`src/rtl/core/slcfp_pkg.sv`:
```
// ----------------------------------------------------------------------------
// slcfp_pkg
// Shared types and constants for the sync/length/checksum frame parser.
// ----------------------------------------------------------------------------
package slcfp_pkg;

    // configuration register indexes
    localparam logic [7:0] REG_SYNC_FIRST  = 8'd0;
    localparam logic [7:0] REG_SYNC_SECOND = 8'd1;

    // configuration reset values
    localparam logic [7:0] SYNC_FIRST_RST  = 8'd181;
    localparam logic [7:0] SYNC_SECOND_RST = 8'd98;

    // parse phase codes
    localparam logic [2:0] PH_SYNC1   = 3'd0;
    localparam logic [2:0] PH_SYNC2   = 3'd1;
    localparam logic [2:0] PH_CLASS   = 3'd2;
    localparam logic [2:0] PH_TYPE    = 3'd3;
    localparam logic [2:0] PH_LENGTH  = 3'd4;
    localparam logic [2:0] PH_PAYLOAD = 3'd5;
    localparam logic [2:0] PH_CHECK   = 3'd6;

    // one result word
    typedef struct packed {
        logic [7:0] msg_class;
        logic [7:0] msg_type;
        logic [7:0] payload_length;
        logic [7:0] byte_index;
        logic [7:0] payload_byte;
        logic       frame_end;
        logic       checksum_good;
    } t_result;

    // queue status seen by front and back
    typedef struct packed {
        logic full;
        logic empty;
    } t_queue_status;

endpackage

```
`src/rtl/core/slcfp_front.sv`:
```
// ----------------------------------------------------------------------------
// slcfp_front
// Accepts received bytes, tracks the frame phase and checksum, and pushes
// one result word per payload byte and per checksum byte into the queue.
// ----------------------------------------------------------------------------
module slcfp_front
    import slcfp_pkg::*;
(
    input  logic          i_clk,
    input  logic          i_rst_n,
    input  logic          i_valid,
    output logic          o_ready,
    input  logic [7:0]    i_rx_byte,
    input  logic          i_cfg_valid,
    output logic          o_cfg_ready,
    input  logic [7:0]    i_cfg_index,
    input  logic [7:0]    i_cfg_data,
    input  t_queue_status i_qstat,
    output logic          o_push,
    output t_result       o_push_word
);

    logic [2:0] r_phase, n_phase;
    logic [7:0] r_sum, n_sum;
    logic [7:0] r_class, n_class;
    logic [7:0] r_type, n_type;
    logic [7:0] r_length, n_length;
    logic [7:0] r_count, n_count;
    logic [7:0] r_sync1, r_sync2;
    logic       accept;
    logic       emit;
    logic [7:0] count_inc;

    assign o_ready     = !i_qstat.full;
    assign o_cfg_ready = 1'b1;
    assign accept      = i_valid && o_ready;
    assign count_inc   = r_count + 8'd1;

    // phase and checksum next-state logic
    always_comb begin
        n_phase  = r_phase;
        n_sum    = r_sum;
        n_class  = r_class;
        n_type   = r_type;
        n_length = r_length;
        n_count  = r_count;
        emit     = 1'b0;
        o_push_word = '{msg_class: r_class, msg_type: r_type, payload_length: r_length,
                        byte_index: r_count, payload_byte: i_rx_byte,
                        frame_end: 1'b0, checksum_good: 1'b0};
        case (r_phase)
            PH_SYNC1: begin
                if (i_rx_byte == r_sync1) begin
                    n_phase = PH_SYNC2;
                end
            end
            PH_SYNC2: begin
                n_phase = (i_rx_byte == r_sync2) ? PH_CLASS : PH_SYNC1;
            end
            PH_CLASS: begin
                n_class = i_rx_byte;
                n_sum   = i_rx_byte;
                n_phase = PH_TYPE;
            end
            PH_TYPE: begin
                n_type  = i_rx_byte;
                n_sum   = r_sum + i_rx_byte;
                n_phase = PH_LENGTH;
            end
            PH_LENGTH: begin
                n_length = i_rx_byte;
                n_sum    = r_sum + i_rx_byte;
                n_count  = 8'd0;
                n_phase  = (i_rx_byte != 8'd0) ? PH_PAYLOAD : PH_CHECK;
            end
            PH_PAYLOAD: begin
                emit    = 1'b1;
                n_sum   = r_sum + i_rx_byte;
                n_count = count_inc;
                if (count_inc >= r_length) begin
                    n_phase = PH_CHECK;
                end
            end
            PH_CHECK: begin
                emit = 1'b1;
                o_push_word.byte_index    = 8'd0;
                o_push_word.payload_byte  = 8'd0;
                o_push_word.frame_end     = 1'b1;
                o_push_word.checksum_good = (r_sum == i_rx_byte);
                n_phase = PH_SYNC1;
            end
            default: begin
                n_phase = PH_SYNC1;
            end
        endcase
    end

    assign o_push = accept && emit;

    // parser state
    always_ff @(posedge i_clk) begin
        if (!i_rst_n) begin
            r_phase  <= PH_SYNC1;
            r_sum    <= 8'd0;
            r_class  <= 8'd0;
            r_type   <= 8'd0;
            r_length <= 8'd0;
            r_count  <= 8'd0;
        end else if (accept) begin
            r_phase  <= n_phase;
            r_sum    <= n_sum;
            r_class  <= n_class;
            r_type   <= n_type;
            r_length <= n_length;
            r_count  <= n_count;
        end
    end

    // sync byte registers
    always_ff @(posedge i_clk) begin
        if (!i_rst_n) begin
            r_sync1 <= SYNC_FIRST_RST;
            r_sync2 <= SYNC_SECOND_RST;
        end else if (i_cfg_valid) begin
            if (i_cfg_index == REG_SYNC_FIRST) begin
                r_sync1 <= i_cfg_data;
            end
            if (i_cfg_index == REG_SYNC_SECOND) begin
                r_sync2 <= i_cfg_data;
            end
        end
    end

endmodule

```
`src/rtl/core/slcfp_queue.sv`:
```
// ----------------------------------------------------------------------------
// slcfp_queue
// Small FIFO of result words between the parser front and the output stage.
// ----------------------------------------------------------------------------
module slcfp_queue
    import slcfp_pkg::*;
#(
    parameter int DEPTH_LOG2 = 2
)
(
    input  logic          i_clk,
    input  logic          i_rst_n,
    input  logic          i_push,
    input  t_result       i_push_word,
    input  logic          i_pop,
    output t_result       o_head,
    output t_queue_status o_status
);

    localparam int DEPTH = 1 << DEPTH_LOG2;

    t_result                 r_mem [DEPTH];
    logic [DEPTH_LOG2-1:0]   r_wr_ptr;
    logic [DEPTH_LOG2-1:0]   r_rd_ptr;
    logic [DEPTH_LOG2:0]     r_count;

    assign o_status.full  = (r_count == DEPTH_LOG2'(0) + (DEPTH_LOG2+1)'(DEPTH));
    assign o_status.empty = (r_count == '0);
    assign o_head         = r_mem[r_rd_ptr];

    // storage
    always_ff @(posedge i_clk) begin
        if (i_push) begin
            r_mem[r_wr_ptr] <= i_push_word;
        end
    end

    // pointers and fill count
    always_ff @(posedge i_clk) begin
        if (!i_rst_n) begin
            r_wr_ptr <= '0;
            r_rd_ptr <= '0;
            r_count  <= '0;
        end else begin
            if (i_push) begin
                r_wr_ptr <= r_wr_ptr + 1'b1;
            end
            if (i_pop) begin
                r_rd_ptr <= r_rd_ptr + 1'b1;
            end
            case ({i_push, i_pop})
                2'b10:   r_count <= r_count + 1'b1;
                2'b01:   r_count <= r_count - 1'b1;
                default: r_count <= r_count;
            endcase
        end
    end

endmodule

```
`src/rtl/core/slcfp_back.sv`:
```
// ----------------------------------------------------------------------------
// slcfp_back
// Output register stage: takes words from the queue and presents them on
// the result channel.
// ----------------------------------------------------------------------------
module slcfp_back
    import slcfp_pkg::*;
(
    input  logic          i_clk,
    input  logic          i_rst_n,
    input  t_queue_status i_qstat,
    input  t_result       i_head,
    output logic          o_pop,
    input  logic          i_ready,
    output logic          o_valid,
    output t_result       o_word
);

    logic    r_valid;
    t_result r_word;
    logic    load;

    // refill when the register is free or being drained
    assign load  = (!r_valid || i_ready) && !i_qstat.empty;
    assign o_pop = load;

    always_ff @(posedge i_clk) begin
        if (!i_rst_n) begin
            r_valid <= 1'b0;
        end else if (!r_valid || i_ready) begin
            r_valid <= !i_qstat.empty;
        end
    end

    always_ff @(posedge i_clk) begin
        if (load) begin
            r_word <= i_head;
        end
    end

    assign o_valid = r_valid;
    assign o_word  = r_word;

endmodule

```
`src/rtl/core/sync_length_checksum_frame_parser_unit.sv`:
```
// ----------------------------------------------------------------------------
// sync_length_checksum_frame_parser_unit
// Two-byte-sync, length-prefixed frame parser with 8-bit additive checksum.
// ----------------------------------------------------------------------------
// Throughput: one received byte per cycle, limited only by queue space.
// A result word is written into the queue, then loaded into the output register before it reaches the output.
// The front stalls only when the 2**QUEUE_DEPTH_LOG2-entry queue is full.
// Reset (synchronous, active low) returns to the first sync hunt, clears the
// held header and sum, and restores the sync bytes to 181 and 98.
module sync_length_checksum_frame_parser_unit
    import slcfp_pkg::*;
#(
    parameter int QUEUE_DEPTH_LOG2 = 2
)
(
    input  logic       i_clk,
    input  logic       i_rst_n,
    input  logic       i_valid,
    output logic       o_ready,
    input  logic [7:0] i_rx_byte,
    output logic       o_valid,
    input  logic       i_ready,
    output logic [7:0] o_msg_class,
    output logic [7:0] o_msg_type,
    output logic [7:0] o_payload_length,
    output logic [7:0] o_byte_index,
    output logic [7:0] o_payload_byte,
    output logic       o_frame_end,
    output logic       o_checksum_good,
    input  logic       i_cfg_valid,
    output logic       o_cfg_ready,
    input  logic [7:0] i_cfg_index,
    input  logic [7:0] i_cfg_data
);

    t_queue_status qstat;
    t_result       push_word;
    t_result       head_word;
    t_result       out_word;
    logic          push;
    logic          pop;

    // parser front
    slcfp_front u_front (
        .i_clk       (i_clk),
        .i_rst_n     (i_rst_n),
        .i_valid     (i_valid),
        .o_ready     (o_ready),
        .i_rx_byte   (i_rx_byte),
        .i_cfg_valid (i_cfg_valid),
        .o_cfg_ready (o_cfg_ready),
        .i_cfg_index (i_cfg_index),
        .i_cfg_data  (i_cfg_data),
        .i_qstat     (qstat),
        .o_push      (push),
        .o_push_word (push_word)
    );

    // result queue
    slcfp_queue #(
        .DEPTH_LOG2 (QUEUE_DEPTH_LOG2)
    ) u_queue (
        .i_clk       (i_clk),
        .i_rst_n     (i_rst_n),
        .i_push      (push),
        .i_push_word (push_word),
        .i_pop       (pop),
        .o_head      (head_word),
        .o_status    (qstat)
    );

    // output stage
    slcfp_back u_back (
        .i_clk   (i_clk),
        .i_rst_n (i_rst_n),
        .i_qstat (qstat),
        .i_head  (head_word),
        .o_pop   (pop),
        .i_ready (i_ready),
        .o_valid (o_valid),
        .o_word  (out_word)
    );

    assign o_msg_class      = out_word.msg_class;
    assign o_msg_type       = out_word.msg_type;
    assign o_payload_length = out_word.payload_length;
    assign o_byte_index     = out_word.byte_index;
    assign o_payload_byte   = out_word.payload_byte;
    assign o_frame_end      = out_word.frame_end;
    assign o_checksum_good  = out_word.checksum_good;

endmodule

```
`config.mk`:
```
export PLATFORM = sky130hd
export DESIGN_NAME = sync_length_checksum_frame_parser_unit
export DESIGN_NICKNAME = d
export VERILOG_FILES = /design/src/rtl/core/slcfp_pkg.sv /design/src/rtl/core/slcfp_front.sv /design/src/rtl/core/slcfp_queue.sv /design/src/rtl/core/slcfp_back.sv /design/src/rtl/core/sync_length_checksum_frame_parser_unit.sv
export SDC_FILE = /design/constraint.sdc
export NUM_CORES = 1
export LEC_CHECK = 0
export ABC_CLOCK_PERIOD_IN_PS = 4700
export BUFFER_PORTS_ARGS = -buffer_cell sky130_fd_sc_hd__buf_2
export CAP_MARGIN = 30
export CORE_ASPECT_RATIO = 0.6
export CORE_MARGIN = 2
export CORE_UTILIZATION = 50
export CTS_BUF_LIST = sky130_fd_sc_hd__clkbuf_2 sky130_fd_sc_hd__clkbuf_4 sky130_fd_sc_hd__clkbuf_8
export DETAILED_ROUTE_END_ITERATION = 10
export GPL_ROUTABILITY_DRIVEN = 0
export PLACE_DENSITY_LB_ADDON = 0.12
export SLEW_MARGIN = 15
export SYNTH_ARGS = -nofsm -noshare
export SYNTH_HDL_FRONTEND = slang
export SYNTH_SLANG_ARGS = --single-unit
```
`constraint.sdc`:
```
create_clock -name i_clk -period 4.7 [get_ports i_clk]
set_input_delay 0.235 -clock i_clk [delete_from_list [all_inputs] [get_ports i_clk]]
set_output_delay 0.235 -clock i_clk [all_outputs]
set_load 0.01 [all_outputs]
```
==> results.md, run 1 <==
- Crit share post-route: 58.0%
- Largest net degree at the start of global routing: 45
- Fin cells: 1123
- Max Slew Vio Count: 0
- Mux cell area share after synthesis: 12.2%
- Initial antenna violation count: 0
- Total Routed Length: 22200 um
- Pleak: 4.73 nW
- Post-synthesis simple-gate area fraction: 7.67%
- Critical Path RT: 5.15 ns
- R2r endpoint: u_queue.r_count[2]
- WS Path Type: reg -> reg
- CTS tree: done
- Chip Height: ~120 um
- Hold Crit Class: in -> reg
- Reg power frac: 52.2%
- Synth Area in XOR/XNOR: 2.53%
- Worst Path Max Fanout: 7
- Syn Inst Count: between 700 and 800
- Synth Area in Compound Gates: ~3.6%
- Ys Warns: 0
- Hold_sp: i_rst_n
- Layout Area Growth over Synthesis: 14.2%
- VDD IR-drop max: 0.243 mV
- Clk buf depth: 3
- Final Skew: around 0.024 ns
- Slew @ Worst Pin: roughly 0.75 ns
- Slew headroom: 49.6%
- Crit path time final: roughly 2.7 ns
- Worst Hold End: u_front.r_sync1[0]
- Root buffer selected by CTS: clkbuf_8
- Setup crit end kind: register
- Unrepaired setup endpoints after global routing: no
- Post-synth EDFFs: 210
- Combinational power share: 12.3%
- Clock network fraction of design power: 35.5%
- Count of cell types in the netlist: 57
- Post-DP HPWL: 14000 um
- Outcome: finished clean
- Synth async-reset ratio: 0%
- CTS resizes: 0
- Rows: 42
- Hold Path Depth: 2
- Commonest cells in the netlist: 210 x edfxtp_1, 67 x dfxtp_1, 62 x nor2_1
- Post-DR vias/cell: ~5.4
- Port bufs: 72
- DRT antenna net count: 0
- Critical path arrival: 3.18 ns
- Main synth FF type: edfxtp_1
- Initial Util: 50.6%
- Share of the synthesized area in the top cell type: between 50% and 60%
- Post-placement cell count: between 1000 and 1500
- NetSw: between 1 and 1.5 mW
- CP startpoint kind: register
- Reg2reg path depth: 10
- Synth top area cells: edfxtp_1 57%, dfxtp_1 12%, mux4_2 8.6%
- Vias after detailed routing: 6118
- Die width: 196 um
- First-pass GRT wire length: 34400 um
- Clock Pin Slew Worst Setup and Hold Paths: 0.07 ns
- Synth area leader: edfxtp_1
- Power, Total: 5.58 mW
- Area of the mapped netlist: 11100 um^2
- Cell area after layout: 12600 um^2
- Core area: 21900 um^2
- Final Setup Violations: 0
- Reg-to-Reg Start: u_queue.r_count[2]
- P_int: around 4.2 mW
- # DRC: 0
- Antenna diodes: 0
- WL/cell: between 15 and 20 um
- Power per Cell Area: 441 nW/um^2
- CTS Sinks: approximately 280
- Post-Synth Adder-Cell Area: 2.74%
- Number of buffers created by CTS: 41
- Initial drt markers: 370
- Pre-Repair DR Iteration Count: 5
- Fin nets: between 800 and 900
- Fill cells: 1727
- Seq cells post-synth: around 280
- DIE AREA: 23400 um^2
- Syn_nets: 760
- Total I/O pin count: 74
- Vias in the first global route: 6112
- Count leader, synth: edfxtp_1
- Syn Area/Cell: 15.6 um^2
- Post-DP Area: 11700 um^2
- Core Util, Final: 57.8%
- Setup_tns: 0 ns
- Sw frac: 24.9%
- Layout cell share with drive strength beyond 1: 24.3%
- Seq/Total Area, Yosys: 69.1%
- Clk_lat worst skew: 0.55 ns
- Fmax: 367 MHz
- H-tree Lvls: 2
- Total track usage: 19.6%
- Gr ovfl total: 0
- Max-cap violation count: 0
- Main combinational cell family by area after synthesis: multiplexers
- Hold Fails Final Rpt: 0
- Reg2Reg Setup Slack: 1.97 ns
==> repair_timing <==
action	CTS	global route
setup buffers	0	0
hold buffers	9	0
hold endpoints to repair	17	0
==> layer usage <==
metal  track usage [%]  vias up  wire length, um  part of all wire (%)
met5                 0        -                0                     0
met4              5.26        0              370                   1.7
met3              3.79       38             1050                   4.7
met2              29.2      174             9700                    44
met1              29.7     3043            11000                    50
li1                  -     2863                -                     -
==> cell usage in the layout (no fill, tap or decap), drive strengths merged, types with 19 or more instances in the layout <==
cell and count:
xnor2 19, edfxtp 210, nand2 37, nor2 63, clkbuf 64, mux2i 40, dfxtp 67, ha 21
mux4 42, inv 24, buf 80, and2 23
==> worst max-delay path, stage by stage, from the launching register on <==
cell and delay [ns]:
dfxtp_1 0.37, or3b_1 0.45, nand3_1 0.20, o21ba_2 0.23, inv_1 0.09, ha_1 0.19, inv_1 0.07, fa_1 0.43
xor2_1 0.17, or3_1 0.31, a21oi_1 0.14
==> flip-flops by register name, summed over array words and instances, names as in the netlist, 8 cells and up <==
name / flops
u_queue.r_mem: 168
u_back.o_word: 42
u_front.r_class: 8
u_front.r_count: 8
u_front.r_length: 8
u_front.r_sum: 8
u_front.r_sync1: 8
u_front.r_sync2: 8
u_front.r_type: 8
==> stage by stage <==
stage	hold WS, ns	setup slack, ns
final	0.0510	1.97
after global placement	0.468	2.10
after detailed placement	0.473	2.01
after floorplan	0.360	0.451
after CTS	0.0307	1.98
after global routing	0.0559	1.82
==> power groups by stage <==
stage               registers (mW)  clock network (mW)  logic (mW)
floorplan                     3.01                   0       0.388
global placement              2.96                   0       0.686
detailed placement            2.97                   0       0.692
CTS                           2.92                2.03       0.700
global route                  2.93                2.15       0.738
finish                        2.91                1.98       0.685
==> final cells by class <==
type	count	area, um^2	area share [%]
sequential	277	7650	60.5
multi-input combinational	372	3190	25.2
clock buffer	64	756	5.98
timing repair buffer	89	510	4.04
tap	286	358	2.83
clock inverter	12	86.3	0.683
inverter	23	86.3	0.683
==> logic make-up (layout without fill, tap and decap cells) <==
group	count (synthesis)	in the layout
compound gates	58	58
xor+xnor	32	32
fa+ha+maj	23	23
buf+inv	59	188
flops	277	277
mux	82	82
other cells	1	1
simple gates	176	176
==> worst max-delay path by stage <==
stage	slack (ns)	depth (start not counted)	endpoint	start
2_1_floorplan	0.45	8	u_queue.r_count[2]	u_queue.r_count[0]
3_3_place_gp	2.10	10	u_queue.r_count[2]	u_queue.r_count[0]
3_5_place_dp	2.01	10	u_queue.r_count[2]	u_queue.r_count[2]
4_1_cts	1.98	10	u_queue.r_count[2]	u_queue.r_count[2]
5_1_grt	1.82	10	u_queue.r_count[2]	u_queue.r_count[2]
6_report	1.97	10	u_queue.r_count[2]	u_queue.r_count[2]
Note: power is estimated with default switching activity, not from simulation.
==> run 2, diff against run 1 <==
Settings changed: ABC_CLOCK_PERIOD_IN_PS 4700 to 2600.
Clock period 4.7 ns to 2.6 ns, I/O delays scaled along.
==> results.md, run 2 (synthesis gave the netlist of run 1 again) <==
- Clk_lat worst skew: 0.53 ns (-0.02 ns)
- Critical path arrival: 2.88 ns (-0.30 ns)
- Setup_tns: 0 ns (unchanged)
- DRT antenna net count: 0 (unchanged)
- Clock Pin Slew Worst Setup and Hold Paths: 0.07 ns (about the same)
- Slew @ Worst Pin: 0.661 ns (-0.0926 ns)
- Unrepaired setup endpoints after global routing: no
- Pre-Repair DR Iteration Count: 4 (-1)
- Fin nets: 880 (+2.8%)
- Rows: 42 (unchanged)
- R2r endpoint: u_queue.r_count[2]
- Post-DR vias/cell: 5.50 (+0.97%)
- Hold Slack: 0.0372 ns (-0.0138 ns)
- Max Slew Vio Count: 0 (unchanged)
- Worst Path Max Fanout: 7 (unchanged)
- Worst Hold End: u_front.r_sync1[2]
- Reg-to-Reg Start: u_queue.r_count[0]
- Port bufs: 72 (unchanged)
- Most used cell, CP: inv_1
- Post-placement cell count: 1049 (+1.1%)
- Commonest non-fill, non-tap cell in the layout: edfxtp_1
- Hold Path Depth: 4 (+2)
- Pre-CTS WS: 0.128 ns (-1.88 ns)
- Largest net degree at the start of global routing: 45 (unchanged)
- # DRC: 0 (unchanged)
- Hold Fails Final Rpt: 0 (unchanged)
- Initial Util: 50.6% (unchanged)
- Final Skew: 0.0209 ns (-0.00270 ns)
- Reg2reg path depth: 10 (unchanged)
- H-tree Lvls: 2 (unchanged)
- Outcome: finished clean
- Core area: 21900 um^2 (unchanged)
- VDD IR-drop max: 0.443 mV (+82%)
- Sw frac: 24.7% (-0.19 points)
- Most frequent cells in the layout: 210 x edfxtp_1, 72 x buf_2, 62 x nor2_1
- Combinational power share: 13.7% (+1.4 points)
- Max-cap violation count: 0 (unchanged)
- Vias in the first global route: 6392 (+4.6%)
- Crit path time final: 2.43 ns (-0.300 ns)
- Critical path's slowest cell: or3b_1
- Hold_sp: i_cfg_index[0]
- WL/cell: 20.1 um (+1.6%)
- Worst setup margin: 0.175 ns (-1.80 ns)
- Gr ovfl total: 0 (unchanged)
- Multi-input gate area: 3200 um^2 (+0.39%)
- Chip Height: 119 um (unchanged)
- Hold Crit Class: in -> reg
- NetSw: 2.47 mW (+78%)
- Fin cells: 1144 (+1.9%)
- Reg power frac: 51.9% (-0.3 points)
- Initial drt markers: 389 (+5.1%)
- Biggest register: u_queue.r_mem
- Slew headroom: 55.9% (+6.3 points)
- Clock network fraction of design power: 34.4% (-1.1 points)
- Fill cells: 1743 (+0.93%)
- Final Setup Violations: 0 (unchanged)
- Pleak: 4.82 nW (+1.9%)
- Fmax: 412 MHz (+12%)
- WS Path Type: reg -> reg
- Die width: 196 um (unchanged)
- Crit share post-route: 93.3% (+35 points)
- Layout Area Growth over Synthesis: 16.4%
- Critical Path RT: 3.06 ns (-2.09 ns)
- Core Util, Final: 58.9% (+1.1 points)
- Reg2Reg Setup Slack: 0.17 ns (-1.80 ns)
- P_int: 7.53 mW (+80%)
- First-pass GRT wire length: 35900 um (+4.2%)
- Crit-path max cell delay: 0.39 ns (-0.06 ns)
- CP delay by family, top: simple AND/OR/NAND/NOR gates
- Total Routed Length: 22900 um (+3.5%)
- Layout cell share with drive strength beyond 1: 25.5% (+1.3 points)
- Total I/O pin count: 74 (unchanged)
- Antenna diodes: 0 (unchanged)
- CTS tree: done
- Critical path, cell by cell: or3b_1 -> nand3_1 -> o21ba_2 -> inv_1 -> ha_2 -> inv_1 -> fa_2 -> xor2_1 -> or3_1 -> a21oi_1
- Setup crit end kind: register
- Post-DP HPWL: 13900 um (-0.89%)
- Number of buffers created by CTS: 41 (unchanged)
- Max reg flops: 168 (unchanged)
- Vias after detailed routing: 6293 (+2.9%)
- DIE AREA: 23400 um^2 (unchanged)
- Root buffer selected by CTS: clkbuf_8
- Initial antenna violation count: 0 (unchanged)
- Register area: 7660 um^2 (about the same)
- Buf/Inv on CP: 2 (unchanged)
- Clk buf depth: 3 (unchanged)
- Power per Cell Area: 776 nW/um^2 (+76%)
- Total track usage: 20.4% (+0.81 points)
- Critical path depth: 10 (unchanged)
- Setup bufs post-CTS: 0 (unchanged)
- CP startpoint kind: register
- CTS Sinks: 277 (unchanged)
==> run 2: cell count changes in the layout (fill, tap and decap cells not counted), sizes merged <==
cell,delta
clkbuf,-5
buf,+11
inv,-2
clkinv,+4
dlygate4sd3,+13
==> run 2: power by group through the flow <==
stage               sequential (mW)  combinational (mW)  clock [mW]
detailed placement             5.29                1.39           0
finish                         5.19                1.37        3.44
floorplan                      5.42               0.724           0
global route                   5.21                1.50        3.74
CTS                            5.19                1.41        3.54
global placement               5.28                1.37           0
==> run 2: routing by layer <==
layer / up-vias / GRT usage (%) / part of all wire (%)
li1: 2901 / - / -
met1: 3164 / 31.3 / 50
met2: 189 / 29.7 / 44
met3: 39 / 3.94 / 5.0
met4: 0 / 6.16 / 1.8
met5: - / 0 / 0
==> run 2: worst min-delay path, delay by kind of cell <==
kind | cells | cell delay, ns
buffers and inverters | 1 | 0.09
and+or+nand+nor | 2 | 0.17
muxes | 1 | 0.14
==> run 2: worst max-delay path by stage <==
stage                            start                  to
floorplan           u_queue.r_count[0]  u_queue.r_count[2]
global placement    u_front.r_count[0]  u_front.r_phase[0]
detailed placement  u_front.r_count[0]  u_front.r_phase[0]
CTS                 u_front.r_count[0]  u_front.r_phase[0]
global route        u_front.r_count[1]  u_front.r_phase[0]
finish              u_queue.r_count[0]  u_queue.r_count[2]
==> run 2: final cells by class <==
type	count	share of cell area (%)
multi-input cells	372	24.9
well taps	286	2.78
flip-flops and latches	277	59.4
clock inverters	14	0.680
repair buffers	113	6.00
inverters	23	0.670
clock buffers	59	5.57
==> run 2: what timing repair did <==
item	CTS	global route
hold buffers	22	0
resized for setup	0	3
endpoints found under the setup margin	0	3
hold endpoints to repair	23	0
==> run 2: metrics by stage <==
step,cell area [um^2],power (mW)
6_report,12900,10.0
5_1_grt,12900,10.5
4_1_cts,12900,10.1
3_5_place_dp,11900,6.67
3_3_place_gp,11900,6.66
2_1_floorplan,11100,6.14
==> run 3, diff against run 2 <==
Settings changed: ABC_AREA set to 1.
==> results.md, run 3 <==
- Outcome: finished clean
- Cell area after layout: 13100 um^2 (+1.7%)
- Commonest non-fill, non-tap cell in the layout: edfxtp_1
- CP delay by family, top: simple AND/OR/NAND/NOR gates
- Setup_tns: 0 ns (unchanged)
- Unrepaired setup endpoints after global routing: no
- Slew @ Worst Pin: 0.665 ns (+0.00361 ns)
- Largest net degree at the start of global routing: 87 (+93%)
- DIE AREA: 23800 um^2 (+1.9%)
- Core area: 22100 um^2 (+0.96%)
- Initial drt markers: 652 (+68%)
- Syn Inst Count: 1001 (+41%)
- Final Skew: 0.0334 ns (+0.0124 ns)
- Synth top area cells: edfxtp_1 56%, dfxtp_1 12%, o21ai_0 5.2%
- Hold Fails Final Rpt: 0 (unchanged)
- Setup crit end kind: register
- Port bufs: 72 (unchanged)
- Core Util, Final: 59.4% (+0.44 points)
- Rows: 42 (unchanged)
- Final Setup Violations: 0 (unchanged)
- Clk buf depth: 3 (unchanged)
- Buf/Inv on CP: 0 (-2)
- Layout cell share with drive strength beyond 1: 16.8% (-8.7 points)
- Layout Area Growth over Synthesis: 16.2%
- Global routing usage on met1: 35.7% (+4.4 points)
- Power per Cell Area: 978 nW/um^2 (+26%)
- Pleak: 5.16 nW (+7.2%)
- Crit share post-route: 84.8% (-8.4 points)
- VDD IR-drop max: 0.505 mV (+14%)
- Vias after detailed routing: 7648 (+22%)
- Worst setup margin: 0.394 ns (+0.220 ns)
- Hold Crit Class: in -> reg
- Die width: 198 um (+0.95%)
- Reg-to-Reg Start: u_front.r_count[0]
- CP startpoint kind: register
- Hold Slack: 0.0284 ns (-0.00887 ns)
- Count leader, synth: edfxtp_1
- Slew headroom: 55.7% (-0.24 points)
- Layer with the highest usage: met1
- Hold_sp: i_ready
- Reg2reg path depth: 14 (+4)
- Crit path time final: 2.21 ns (-0.220 ns)
- Total track usage: 22.2% (+1.8 points)
- CTS Sinks: 277 (unchanged)
- Critical path arrival: 2.65 ns (-0.23 ns)
- Vias in the first global route: 7078 (+11%)
- Pre-CTS WS: 0.400 ns (+0.272 ns)
- Fin cells: 1429 (+25%)
- WS Path Type: reg -> reg
- WL/cell: 17.7 um (-12%)
- Reg2Reg Setup Slack: 0.39 ns (+0.22 ns)
- Fin nets: 1164 (+32%)
- Max-cap violation count: 0 (unchanged)
- Area of the mapped netlist: 11300 um^2 (+2.0%)
- Gr ovfl total: 0 (unchanged)
- Clock Pin Slew Worst Setup and Hold Paths: 0.06 ns (about the same)
- Seq/Total Area, Yosys: 67.8% (-1.3 points)
- Post-synth EDFFs: 210 (unchanged)
- Syn_nets: 1053 (+39%)
- Root buffer selected by CTS: clkbuf_8
- Synth async-reset ratio: 0% (unchanged)
- Chip Height: 120 um (+0.94%)
- Post-DP Area: 12100 um^2 (+1.9%)
- Total Routed Length: 25300 um (+10%)
- Synth area leader: edfxtp_1
- Commonest cells in the netlist: 210 x edfxtp_1, 128 x nand2_1, 121 x nor2_1
- Post-DP HPWL: 15800 um (+14%)
- CP Launch Point: u_front.r_count[0]
- Initial antenna violation count: 0 (unchanged)
- Seq cells post-synth: 277 (unchanged)
- Initial Util: 51.1% (+0.50 points)
- Grt met3 use: 4.77% (+0.83 points)
- Count of cell types in the netlist: 40 (-30%)
- Setup bufs post-CTS: 0 (unchanged)
- CP endpoint: u_front.r_phase[2]
- Critical path, cell by cell: ha_1 -> nand3_1 -> nor2_1 -> nand2_1 -> xnor2_1 -> ha_1 -> a21oi_1 -> nor2_1 -> nor2_1 -> nand2_1 -> nand3_2 -> nand2_1 -> nand2_1 -> nor2_1
- Fmax: 453 MHz (+10%)
- Max Slew Vio Count: 0 (unchanged)
- Worst Path Max Fanout: 6 (-1)
- CTS resizes: 0 (unchanged)
- Share of the synthesized area in the top cell type: 55.9% (-1.1 points)
- Power, Total: 12.8 mW (+28%)
- Clk_lat worst skew: 0.57 ns (+0.04 ns)
- Crit-path max cell delay: 0.44 ns (+0.05 ns)
- GR Util met2: 29.8% (+0.13 points)
- Most frequent cells in the layout: 210 x edfxtp_1, 128 x nand2_1, 118 x o21ai_0
- Critical path depth: 14 (+4)
- Max reg flops: 168 (unchanged)
- CTS tree: done
- Syn Area/Cell: 11.3 um^2 (-28%)
- Post-DR vias/cell: 5.35 (-2.7%)
- Biggest register: u_queue.r_mem
- Antenna diodes: 0 (unchanged)
- H-tree Lvls: 2 (unchanged)
- Main synth FF type: edfxtp_1
- Hold_buf cts: 19 (-14%)
- Ys Warns: 0 (unchanged)
- First-pass GRT wire length: 40100 um (+12%)
- DRT antenna net count: 0 (unchanged)
- Pre-Repair DR Iteration Count: 5 (+1)
- R2r endpoint: u_front.r_phase[2]
- Critical path's slowest cell: dfxtp_1
- Critical Path RT: 3.04 ns (-0.02 ns)
- Total I/O pin count: 74 (unchanged)
- Number of buffers created by CTS: 41 (unchanged)
- Post-placement cell count: 1336 (+27%)
- # DRC: 0 (unchanged)
run 3: cell count changes in the layout (fill, tap and decap cells not counted), moves of 7 or more:
cell,before,now
mux4_2,42,0
xnor2_1,19,6
inv_2,0,7
nand2_1,37,128
o21ai_0,8,118
and2_1,18,0
o22ai_1,1,44
inv_1,22,82
nand3_1,7,43
a21oi_1,16,59
mux2i_1,40,0
nor2_1,62,117
run 3: final cells by class:
class,instances,area [um^2]
Tap cell,286,358
Sequential cell,277,7650
Clock buffer,65,782
Multi-Input combinational cell,590,3140
Timing Repair Buffer,110,768
Fill cell,1806,8970
Clock inverter,9,51.3
Inverter,92,353
run 3: how the worst min path moves through the flow:
stage / end / cells past startpoint / slack [ns]
floorplan: u_front.r_sync2[6] / 2 / 0.28
global placement: u_front.r_sync1[4] / 3 / 0.39
detailed placement: u_front.r_sync1[4] / 3 / 0.40
CTS: u_back.o_valid / 4 / 0.006
global route: u_back.o_valid / 4 / 0.05
finish: u_back.o_valid / 4 / 0.03
run 3: tightest hold or removal path, cell delays in order:
cell and delay [ns]:
buf_2 0.08, nor2_1 0.10, o21ai_0 0.18, inv_1 0.04
run 3: metal layers:
layer  share of wire (%)  vias up  wire [um]
met1                  52     3643      13200
met2                  40      240      10100
li1                    -     3725          -
met5                   0        -          0
met3                 6.2       40       1570
met4                 1.8        0        448
run 3: where the power goes:
| group | total [mW] | switching (mW) | internal (mW) |
|---|---|---|---|
| Clock | 3.55 | 1.63 | 1.92 |
| Combinational | 3.41 | 2.33 | 1.08 |
| Sequential | 5.86 | 0.257 | 5.60 |
run 3: cells by family after synthesis:
group,Yosys count,share of synthesized area [%]
AO/OA/AOI/OAI,234,11.1
AND/OR/NAND/NOR,317,12.5
flip-flops,277,67.8
adder cells (fa/ha/maj),23,2.68
buffers and inverters,134,4.75
XOR/XNOR,15,1.16
other,1,0.0332
